<file path="config.mk">
export PLATFORM = sky130hd
export DESIGN_NAME = hsv_to_rgb_converter
export DESIGN_NICKNAME = d
export VERILOG_FILES = /design/src/rtl/h2rgb_pkg.sv /design/src/rtl/hsv_to_rgb_converter.sv
export SDC_FILE = /design/constraint.sdc
export NUM_CORES = 1
export LEC_CHECK = 0
export BUFFER_PORTS_ARGS = -buffer_cell sky130_fd_sc_hd__buf_2
export CAP_MARGIN = 20
export CORE_MARGIN = 4
export CORE_UTILIZATION = 35
export CTS_CLUSTER_DIAMETER = 150
export DETAILED_ROUTE_END_ITERATION = 6
export GPL_ROUTABILITY_DRIVEN = 0
export GPL_TIMING_DRIVEN = 0
export PLACE_DENSITY = 0.61
export SETUP_SLACK_MARGIN = 0.02
export SLEW_MARGIN = 20
export SYNTH_ARGS = -nofsm -noshare
export SYNTH_HDL_FRONTEND = slang
export SYNTH_SLANG_ARGS = --single-unit
</file>
<file path="constraint.sdc">
create_clock -name clk -period 15.7 [get_ports clk]
set_input_delay 2.355 -clock clk [delete_from_list [all_inputs] [get_ports clk]]
set_output_delay 2.355 -clock clk [all_outputs]
set_load 0.05 [all_outputs]
</file>
<file path="src/rtl/h2rgb_pkg.sv">
package h2rgb_pkg;

  // Fixed-point scales of the color formats.
  localparam int unsigned HUE_TURN   = 23040;  // 360 degrees in 1/64 degree
  localparam int unsigned HUE_SECTOR = 3840;   // 60 degrees in 1/64 degree
  localparam int unsigned UNIT_ONE   = 256;    // 1.0 for saturation and value

  // Input and output field widths.
  localparam int unsigned HUE_W  = 16;
  localparam int unsigned FRAC_W = 9;
  localparam int unsigned CHAN_W = 8;

  // Internal widths: reduced hue, chroma/offset with 16 fraction bits,
  // in-sector position, and channel sums scaled by 65536*3840.
  localparam int unsigned HRED_W = 15;
  localparam int unsigned CM_W   = 17;
  localparam int unsigned POS_W  = 12;
  localparam int unsigned SUM_W  = 28;
  localparam int unsigned SCL_W  = 32;

  typedef logic [HUE_W-1:0]  hue_t;
  typedef logic [FRAC_W-1:0] frac_t;
  typedef logic [CHAN_W-1:0] chan_t;

  // 60-degree sectors of the hue circle.
  typedef enum logic [2:0] {
    SEC_RED_YEL = 3'd0,
    SEC_YEL_GRN = 3'd1,
    SEC_GRN_CYN = 3'd2,
    SEC_CYN_BLU = 3'd3,
    SEC_BLU_MAG = 3'd4,
    SEC_MAG_RED = 3'd5
  } sector_t;

endpackage

</file>
<file path="src/rtl/hsv_to_rgb_converter.sv">
// HSV to RGB color converter.
// Input channel: in_hue (1/64 degree, any value, reduced modulo 360 degrees),
// in_saturation and in_brightness (8 fraction bits, 256 = 1.0). A transfer
// takes place at a rising edge where start is high and busy is low; busy is
// always low, so a new color can be started in every cycle.
// Result channel: out_red, out_green, out_blue and out_out_of_range are shown
// for exactly one cycle, marked by out_valid, and the transfer completes at
// the edge that ends that cycle. The receiver cannot stall the block.
// Pipeline: five register stages lie between an input transfer and its
// result (hue reduction and chroma product, sector split, channel products,
// channel sums, scaling by 255 and output register).
// Throughput: one color per clock, fixed by the fully pipelined datapath.
// Saturation or brightness above 1.0 gives a black result with
// out_out_of_range set.
// Reset (rst_n low, synchronous) clears all stage valid bits, so no result
// is shown until new inputs have passed through the pipeline.
module hsv_to_rgb_converter (
  input  logic                      clk,
  input  logic                      rst_n,
  input  logic                      start,
  output logic                      busy,
  input  h2rgb_pkg::hue_t           in_hue,
  input  h2rgb_pkg::frac_t          in_saturation,
  input  h2rgb_pkg::frac_t          in_brightness,
  output logic                      out_valid,
  output h2rgb_pkg::chan_t          out_red,
  output h2rgb_pkg::chan_t          out_green,
  output h2rgb_pkg::chan_t          out_blue,
  output logic                      out_out_of_range
);

  localparam int unsigned HRED_W = h2rgb_pkg::HRED_W;
  localparam int unsigned CM_W   = h2rgb_pkg::CM_W;
  localparam int unsigned POS_W  = h2rgb_pkg::POS_W;
  localparam int unsigned SUM_W  = h2rgb_pkg::SUM_W;
  localparam int unsigned SCL_W  = h2rgb_pkg::SCL_W;
  localparam int unsigned HUE_W  = h2rgb_pkg::HUE_W;
  localparam int unsigned FRAC_W = h2rgb_pkg::FRAC_W;
  localparam int unsigned CHAN_W = h2rgb_pkg::CHAN_W;

  localparam logic [HUE_W-1:0]  TURN1 = HUE_W'(h2rgb_pkg::HUE_TURN);
  localparam logic [HUE_W-1:0]  TURN2 = HUE_W'(2 * h2rgb_pkg::HUE_TURN);
  localparam logic [FRAC_W-1:0] ONE   = FRAC_W'(h2rgb_pkg::UNIT_ONE);
  localparam logic [HRED_W-1:0] B1    = HRED_W'(1 * h2rgb_pkg::HUE_SECTOR);
  localparam logic [HRED_W-1:0] B2    = HRED_W'(2 * h2rgb_pkg::HUE_SECTOR);
  localparam logic [HRED_W-1:0] B3    = HRED_W'(3 * h2rgb_pkg::HUE_SECTOR);
  localparam logic [HRED_W-1:0] B4    = HRED_W'(4 * h2rgb_pkg::HUE_SECTOR);
  localparam logic [HRED_W-1:0] B5    = HRED_W'(5 * h2rgb_pkg::HUE_SECTOR);
  localparam logic [POS_W-1:0]  SPAN  = POS_W'(h2rgb_pkg::HUE_SECTOR);

  // The datapath never stalls.
  assign busy = 1'b0;

  logic accept;
  assign accept = start && !busy;

  // ---------------------------------------------------------------- stage 1
  logic                s1_valid_r, s1_valid_nxt;
  logic                s1_oor_r, s1_oor_nxt;
  logic [HRED_W-1:0]   s1_h_r, s1_h_nxt;
  logic [CM_W-1:0]     s1_c_r, s1_c_nxt;
  logic [FRAC_W-1:0]   s1_v_r;
  logic [HUE_W-1:0]    hue_diff;
  logic [2*FRAC_W-1:0] sv_prod;

  // Reduce the hue modulo one turn and form the chroma product.
  always_comb begin
    if (in_hue >= TURN2) begin
      hue_diff = in_hue - TURN2;
    end else if (in_hue >= TURN1) begin
      hue_diff = in_hue - TURN1;
    end else begin
      hue_diff = in_hue;
    end
    s1_h_nxt     = hue_diff[HRED_W-1:0];
    sv_prod      = in_saturation * in_brightness;
    s1_c_nxt     = sv_prod[CM_W-1:0];
    s1_oor_nxt   = (in_saturation > ONE) || (in_brightness > ONE);
    s1_valid_nxt = accept;
  end

  always_ff @(posedge clk) begin
    if (!rst_n) begin
      s1_valid_r <= 1'b0;
    end else begin
      s1_valid_r <= s1_valid_nxt;
    end
    s1_oor_r <= s1_oor_nxt;
    s1_h_r   <= s1_h_nxt;
    s1_c_r   <= s1_c_nxt;
    s1_v_r   <= in_brightness;
  end

  // ---------------------------------------------------------------- stage 2
  logic                 s2_valid_r, s2_oor_r;
  h2rgb_pkg::sector_t   s2_sector_r, s2_sector_nxt;
  logic [POS_W-1:0]     s2_k_r, s2_k_nxt;
  logic [CM_W-1:0]      s2_c_r;
  logic [CM_W-1:0]      s2_m_r, s2_m_nxt;
  logic [HRED_W-1:0]    base;
  logic                 odd;
  logic [HRED_W-1:0]    pos;

  // Split the hue into a sector and a ramp position; the ramp falls in
  // odd sectors. Also form the offset m = v - c.
  always_comb begin
    if (s1_h_r >= B5) begin
      s2_sector_nxt = h2rgb_pkg::SEC_MAG_RED; base = B5; odd = 1'b1;
    end else if (s1_h_r >= B4) begin
      s2_sector_nxt = h2rgb_pkg::SEC_BLU_MAG; base = B4; odd = 1'b0;
    end else if (s1_h_r >= B3) begin
      s2_sector_nxt = h2rgb_pkg::SEC_CYN_BLU; base = B3; odd = 1'b1;
    end else if (s1_h_r >= B2) begin
      s2_sector_nxt = h2rgb_pkg::SEC_GRN_CYN; base = B2; odd = 1'b0;
    end else if (s1_h_r >= B1) begin
      s2_sector_nxt = h2rgb_pkg::SEC_YEL_GRN; base = B1; odd = 1'b1;
    end else begin
      s2_sector_nxt = h2rgb_pkg::SEC_RED_YEL; base = '0; odd = 1'b0;
    end
    pos      = s1_h_r - base;
    s2_k_nxt = odd ? (SPAN - pos[POS_W-1:0]) : pos[POS_W-1:0];
    s2_m_nxt = {s1_v_r, 8'd0} - s1_c_r;
  end

  always_ff @(posedge clk) begin
    if (!rst_n) begin
      s2_valid_r <= 1'b0;
    end else begin
      s2_valid_r <= s1_valid_r;
    end
    s2_oor_r    <= s1_oor_r;
    s2_sector_r <= s2_sector_nxt;
    s2_k_r      <= s2_k_nxt;
    s2_c_r      <= s1_c_r;
    s2_m_r      <= s2_m_nxt;
  end

  // ---------------------------------------------------------------- stage 3
  logic                s3_valid_r, s3_oor_r;
  h2rgb_pkg::sector_t  s3_sector_r;
  logic [SUM_W-1:0]    s3_ck_r, s3_cs_r, s3_ms_r;

  // Channel products, all scaled by 65536*3840: c*k, c*3840 and m*3840.
  always_ff @(posedge clk) begin
    if (!rst_n) begin
      s3_valid_r <= 1'b0;
    end else begin
      s3_valid_r <= s2_valid_r;
    end
    s3_oor_r    <= s2_oor_r;
    s3_sector_r <= s2_sector_r;
    s3_ck_r     <= SUM_W'(s2_c_r) * SUM_W'(s2_k_r);
    s3_cs_r     <= SUM_W'(s2_c_r) * SUM_W'(SPAN);
    s3_ms_r     <= SUM_W'(s2_m_r) * SUM_W'(SPAN);
  end

  // ---------------------------------------------------------------- stage 4
  logic             s4_valid_r, s4_oor_r;
  logic [SUM_W-1:0] s4_r_r, s4_g_r, s4_b_r;
  logic [SUM_W-1:0] s4_r_nxt, s4_g_nxt, s4_b_nxt;
  logic [SUM_W-1:0] r_term, g_term, b_term;

  // Route chroma and ramp to the channels by sector, then add the offset.
  always_comb begin
    case (s3_sector_r)
      h2rgb_pkg::SEC_RED_YEL: begin
        r_term = s3_cs_r; g_term = s3_ck_r; b_term = '0;
      end
      h2rgb_pkg::SEC_YEL_GRN: begin
        r_term = s3_ck_r; g_term = s3_cs_r; b_term = '0;
      end
      h2rgb_pkg::SEC_GRN_CYN: begin
        r_term = '0; g_term = s3_cs_r; b_term = s3_ck_r;
      end
      h2rgb_pkg::SEC_CYN_BLU: begin
        r_term = '0; g_term = s3_ck_r; b_term = s3_cs_r;
      end
      h2rgb_pkg::SEC_BLU_MAG: begin
        r_term = s3_ck_r; g_term = '0; b_term = s3_cs_r;
      end
      default: begin
        r_term = s3_cs_r; g_term = '0; b_term = s3_ck_r;
      end
    endcase
    s4_r_nxt = r_term + s3_ms_r;
    s4_g_nxt = g_term + s3_ms_r;
    s4_b_nxt = b_term + s3_ms_r;
  end

  always_ff @(posedge clk) begin
    if (!rst_n) begin
      s4_valid_r <= 1'b0;
    end else begin
      s4_valid_r <= s3_valid_r;
    end
    s4_oor_r <= s3_oor_r;
    s4_r_r   <= s4_r_nxt;
    s4_g_r   <= s4_g_nxt;
    s4_b_r   <= s4_b_nxt;
  end

  // ---------------------------------------------------------------- output
  // 255 / (65536*3840) equals 17 / 2^24, so each channel is the top byte
  // of 17 times its sum. Out-of-range colors are forced to black.
  logic [SCL_W-1:0]  r_scl, g_scl, b_scl;
  logic              out_valid_r;
  logic              out_oor_r;
  logic [CHAN_W-1:0] out_red_r, out_green_r, out_blue_r;
  logic [CHAN_W-1:0] out_red_nxt, out_green_nxt, out_blue_nxt;

  always_comb begin
    r_scl = {s4_r_r, 4'd0} + SCL_W'(s4_r_r);
    g_scl = {s4_g_r, 4'd0} + SCL_W'(s4_g_r);
    b_scl = {s4_b_r, 4'd0} + SCL_W'(s4_b_r);
    if (s4_oor_r) begin
      out_red_nxt   = '0;
      out_green_nxt = '0;
      out_blue_nxt  = '0;
    end else begin
      out_red_nxt   = r_scl[SCL_W-1 -: CHAN_W];
      out_green_nxt = g_scl[SCL_W-1 -: CHAN_W];
      out_blue_nxt  = b_scl[SCL_W-1 -: CHAN_W];
    end
  end

  always_ff @(posedge clk) begin
    if (!rst_n) begin
      out_valid_r <= 1'b0;
    end else begin
      out_valid_r <= s4_valid_r;
    end
    out_oor_r   <= s4_oor_r;
    out_red_r   <= out_red_nxt;
    out_green_r <= out_green_nxt;
    out_blue_r  <= out_blue_nxt;
  end

  assign out_valid        = out_valid_r;
  assign out_red          = out_red_r;
  assign out_green        = out_green_r;
  assign out_blue         = out_blue_r;
  assign out_out_of_range = out_oor_r;

endmodule

</file>
# Yosys cells after proc, flatten, opt, wreduce, memory -nomap -nowiden
# Cells that the tools add are included.
# word_totals
register_bits	279
wordCells	85
# classes
add_sub_neg	11
multipliers	4
order_cmp	9
eq_ne	4
muxes	20
reduce_logical	9
# op_table
operator	n
$pmux 28 s2	3
$add 32x28->32	3
$add 28x28->28	3
$mux 12	6
$mul 17x4->20 const B	2
$ge 15x14->1 const B	2
$mux 15	2
$mul 17x12->28	1
$gt 9x9->1 const B	2
$mul 9x9->17	1
$sub 17x17->17	1
$ge 16x15->1 const B	1
$ge 16x16->1 const B	1
$ge 15x12->1 const B	1
$ge 15x13->1 const B	1
$ge 15x15->1 const B	1
$sub 15x14->15 const B	1
$sub 15x15->15 const B	1
$reduce_or 2->1	7
$sub 12x12->12	1
$sub 12x12->12 const A	1
$mux 1	7
$eq 3x2->1 const B	2
$mux 2	2
4 further kinds	4

# Logic depth before layout (Yosys ltp)
# logic_depth
ltp_word	9
mapped_depth	23

# Worst setup path after synthesis
# No wires, ideal clock.
# synth_path
path_kind	input to register
from	in in_saturation[5]
to	reg s1_c_r[15]
setup_ns	0.118
t_arrival_ns	6.303
required_time_ns	15.582
path_slack_ns	9.279
cell_stages	19
n_path_buf	1
path_cell_list	clkbuf_1 -> nand2_1 -> fa_1 -> fa_1 -> inv_1 -> ha_1 -> inv_1 -> fa_1 -> inv_1 -> ha_1 -> a21o_1 -> a21oi_1 -> o21ai_0 -> a21oi_1 -> nor2b_1 -> o2111ai_1 -> nand3_1 -> o41a_1 -> xor2_1
# synth_via
elab_chain_len	1
# synth_lines
element	line	rtl
start: declaration	hsv_to_rgb_converter.sv:23	input h2rgb_pkg::frac_t in_saturation,
$mul 9x9->17	hsv_to_rgb_converter.sv:76	sv_prod = in_saturation * in_brightness;
net sv_prod[15]	hsv_to_rgb_converter.sv:64	logic [2*FRAC_W-1:0] sv_prod;
end signal: assignment	hsv_to_rgb_converter.sv:90	s1_c_r <= s1_c_nxt;
end: declaration	hsv_to_rgb_converter.sv:61	logic [CM_W-1:0] s1_c_r, s1_c_nxt;
# The timed path passes the listed nets, and every way through them passes these cells.
# A chain may end at the register's enable or synchronous reset.

# Final worst setup path
# layout_path
from	in in_brightness[0]
to	reg s1_c_r[15]
# layout_via
elab_chain_len	1
# layout_lines
element	line	rtl
start: declaration	hsv_to_rgb_converter.sv:24	input h2rgb_pkg::frac_t in_brightness,
$mul 9x9->17	hsv_to_rgb_converter.sv:76	
net sv_prod[15]	hsv_to_rgb_converter.sv:64	
# The timed path passes the listed nets, and every way through them passes these cells.

==> summary.txt <==
Floorplanning
  – DIE AREA: approximately 72000 sq um
  – # IOs: 64
  – Die width: between 200 and 300 um
  – Core area: 67400 sq um
  – Core Rows: 95
  – Chip height: about 270 um
  – Initial Utilization: 0.354

Synth
  – FF+latch count, synth: 277
  – Area contributors post-synth: dfxtp_1 23%, fa_1 22%, ha_1 15%
  – Avg Cell Area, Syn: 9.37 sq um
  – Cell Area, Synth: roughly 24000 sq um
  – Area share of the leading cell type in the synthesized netlist: 0.232
  – Library cells used by synthesis: 80
  – Cells after Synth: 2547
  – Predominant post-synthesis flop cell: dfxtp_1
  – Synth warn: 0
  – Post-synth EDFFs: 0
  – Sequential area share after synthesis: 0.232
  – Synth async-reset ratio: 0
  – Mapped Nets: 3137
  – Area leader, netlist: dfxtp_1

Min path
  – Hold Crit Class: flip-flop to flip-flop
  – Hold Path Origin: s2_sector_r[1]

Timing
  – Final worst-path cycle share: 0.406
  – Hold Vio Cnt, Final: 0
  – Final setup vio count: 0
  – Fmax: ~0.16 GHz
  – Slew Limit Fails: 0
  – Worst slew margin: 0.439
  – TNS Setup: 0 ps
  – Slew @ Worst Pin: approximately 800 ps
  – Fin crit period: approximately 6400 ps
  – Setup repair after global routing missed its margin: false
  – Max Clock Skew: 22.2 ps
  – Final Worst Setup Slack: roughly 9300 ps

Run
  – Max_cap viols: 0

Detailed routing
  – Routed Antenna Nets: 0
  – Drt total wl: between 50000 and 60000 um
  – DRT iter0 DRCs: 814
  – Drt drc: 1
  – DR vias: 17103
  – Vias per cell: 4.84
  – TritonRoute pass-1 iters: 7
  – Drt wl/cell: ~15 um

Worst setup path
  – R2R Setup Slk: 9350 ps
  – CP Max Fanout: 10
  – CP Launch Point: in_brightness[0]
  – Worst reg2reg path startpoint: s2_c_r[6]
  – CP endpoint kind: flip-flop
  – Reg2Reg Depth: 20
  – Critical path class: input port to flip-flop
  – Endpoint of the worst-slack reg-to-reg timing path: s3_ck_r[27]
  – Worst Path Required: roughly 16000 ps
  – CP endpoint: s1_c_r[15]
  – CP arrival: 6790 ps
  – CP Launch Type: input port

Clocking
  – Hold Buf Count CTS: 0
  – # H-tree levels: 2
  – Buffer depth of the longest clock path: 3
  – CTS root buf: clkbuf_16
  – Clk_lat worst skew: 550 ps
  – CTS tree: built
  – Inserted Clock Buffers: 34
  – Post-CTS Setup Repair Bufs: 0
  – CTS sink cnt: 277
  – Post-cts sizing count: 0
  – Clock-pin slew on the worst setup and hold paths: ~60 ps

Placed design
  – Setup WS pre-CTS: 8800 ps
  – # port buffers: 54
  – Dpl hpwl: between 40000 and 50000 um
  – Placed cells: 3474
  – Placed cell areas: 25200 sq um

Cells and area
  – Synthesis-to-layout area growth: 10.5%
  – Post-route cell area: 26400 sq um
  – Share of cells above drive strength 1: 0.0527
  – Fin nets: 3227
  – Antenna Cells: 0
  – Commonest cells after routing, fill and taps aside: 320 x inv_1, 289 x ha_1, 279 x nand2_1, 277 x dfxtp_1, 264 x fa_1
  – Most common cell after layout, fill and taps aside: inv_1
  – Non-filler cells, final: 3532

GRT
  – Largest net degree at the start of global routing: 14
  – All-Layer GR Usage: 0.150
  – Initial antenna violation count: 0
  – Vias in the first global route: 17390
  – First-pass GRT wire length: 89500 um
  – Grt total ovfl: 0

Run status
  – Outcome: finished with violations
  – Failing checks: design-rule violations
-- cells by family after synthesis --
kind of cell,after synthesis,synth area share
muxes,3,0.00131
other,1,0.000157
and+or+nand+nor,708,0.141
buffers and inverters,393,0.0620
xor gates and xnor gates,175,0.0642
adders and majority gates,553,0.373
DFF,277,0.232
AOI/OAI and AO/OA,437,0.126
-- registers in the layout, indices dropped and copies added, names as in the netlist, 9 cells and up --
signal   count
s2_m_r      17
s4_b_r      28
s2_k_r      12
s3_ck_r     28
s1_h_r      15
s4_r_r      28
s1_c_r      17
s3_ms_r     20
s2_c_r      16
s4_g_r      28
s3_cs_r     19
s1_v_r       9
-- worst max-delay path: stages --
cell and delay, ps:
buf_2 90, clkbuf_1 350, nand2_1 140, fa_1 520, fa_1 510, inv_1 40, ha_1 270, inv_1 50
fa_1 510, inv_1 50, ha_1 260, a21o_1 170, a21oi_1 210, o21ai_0 110, a21oi_1 230, nor2b_1 100
o2111ai_1 200, nand3_1 130, o41a_1 340, xor2_1 150
-- worst min-delay path by stage --
stage / cells past startpoint / to / slack (ps)
after CTS: 0 / s3_sector_r[1] / 320
final: 0 / s3_sector_r[1] / 330
after global placement: 0 / s3_sector_r[1] / 310
after floorplan: 0 / s2_oor_r / 310
after global routing: 0 / s2_oor_r / 330
after detailed placement: 0 / s2_oor_r / 320
-- layout make-up --
cell class,count,area [sq um]
fillers,6765,41000
multi-input cells,1877,16800
flip-flops and latches,277,5550
inverters,320,1200
well taps,873,1090
clock buffers,45,952
plain buffers,73,279
repair buffers,54,270
clock inverters,13,179
-- cells in the mapped netlist, types with 40 or more instances --
cell type  count
nand2_1      279
a21oi_1      133
clkbuf_1      69
o21ai_0       57
xor2_1        49
inv_1        320
nor2_1       124
and2_1       146
dfxtp_1      277
a22o_1        41
ha_1         289
fa_1         264
nor3_1        40
a21o_1        47
xnor2_1      126
-- per-stage QoR --
stage,hold WS [ps],utilization
detailed placement,317,0.374
global placement,312,0.374
finish,326,0.391
global route,334,0.391
CTS,325,0.391
floorplan,310,-
-- per-layer routing --
metal	wire [um]	share of wire	global-route usage	vias up
li1	-	-	-	8565
met3	2440	0.046	0.0238	85
met5	0	0	0	-
met1	25000	0.47	0.200	8139
met2	24600	0.46	0.250	314
met4	1560	0.029	0.0484	0
Power is left out: the tool's default activity adds up to more than one toggle a clock period on the data nets, which glitch-free logic cannot reach.
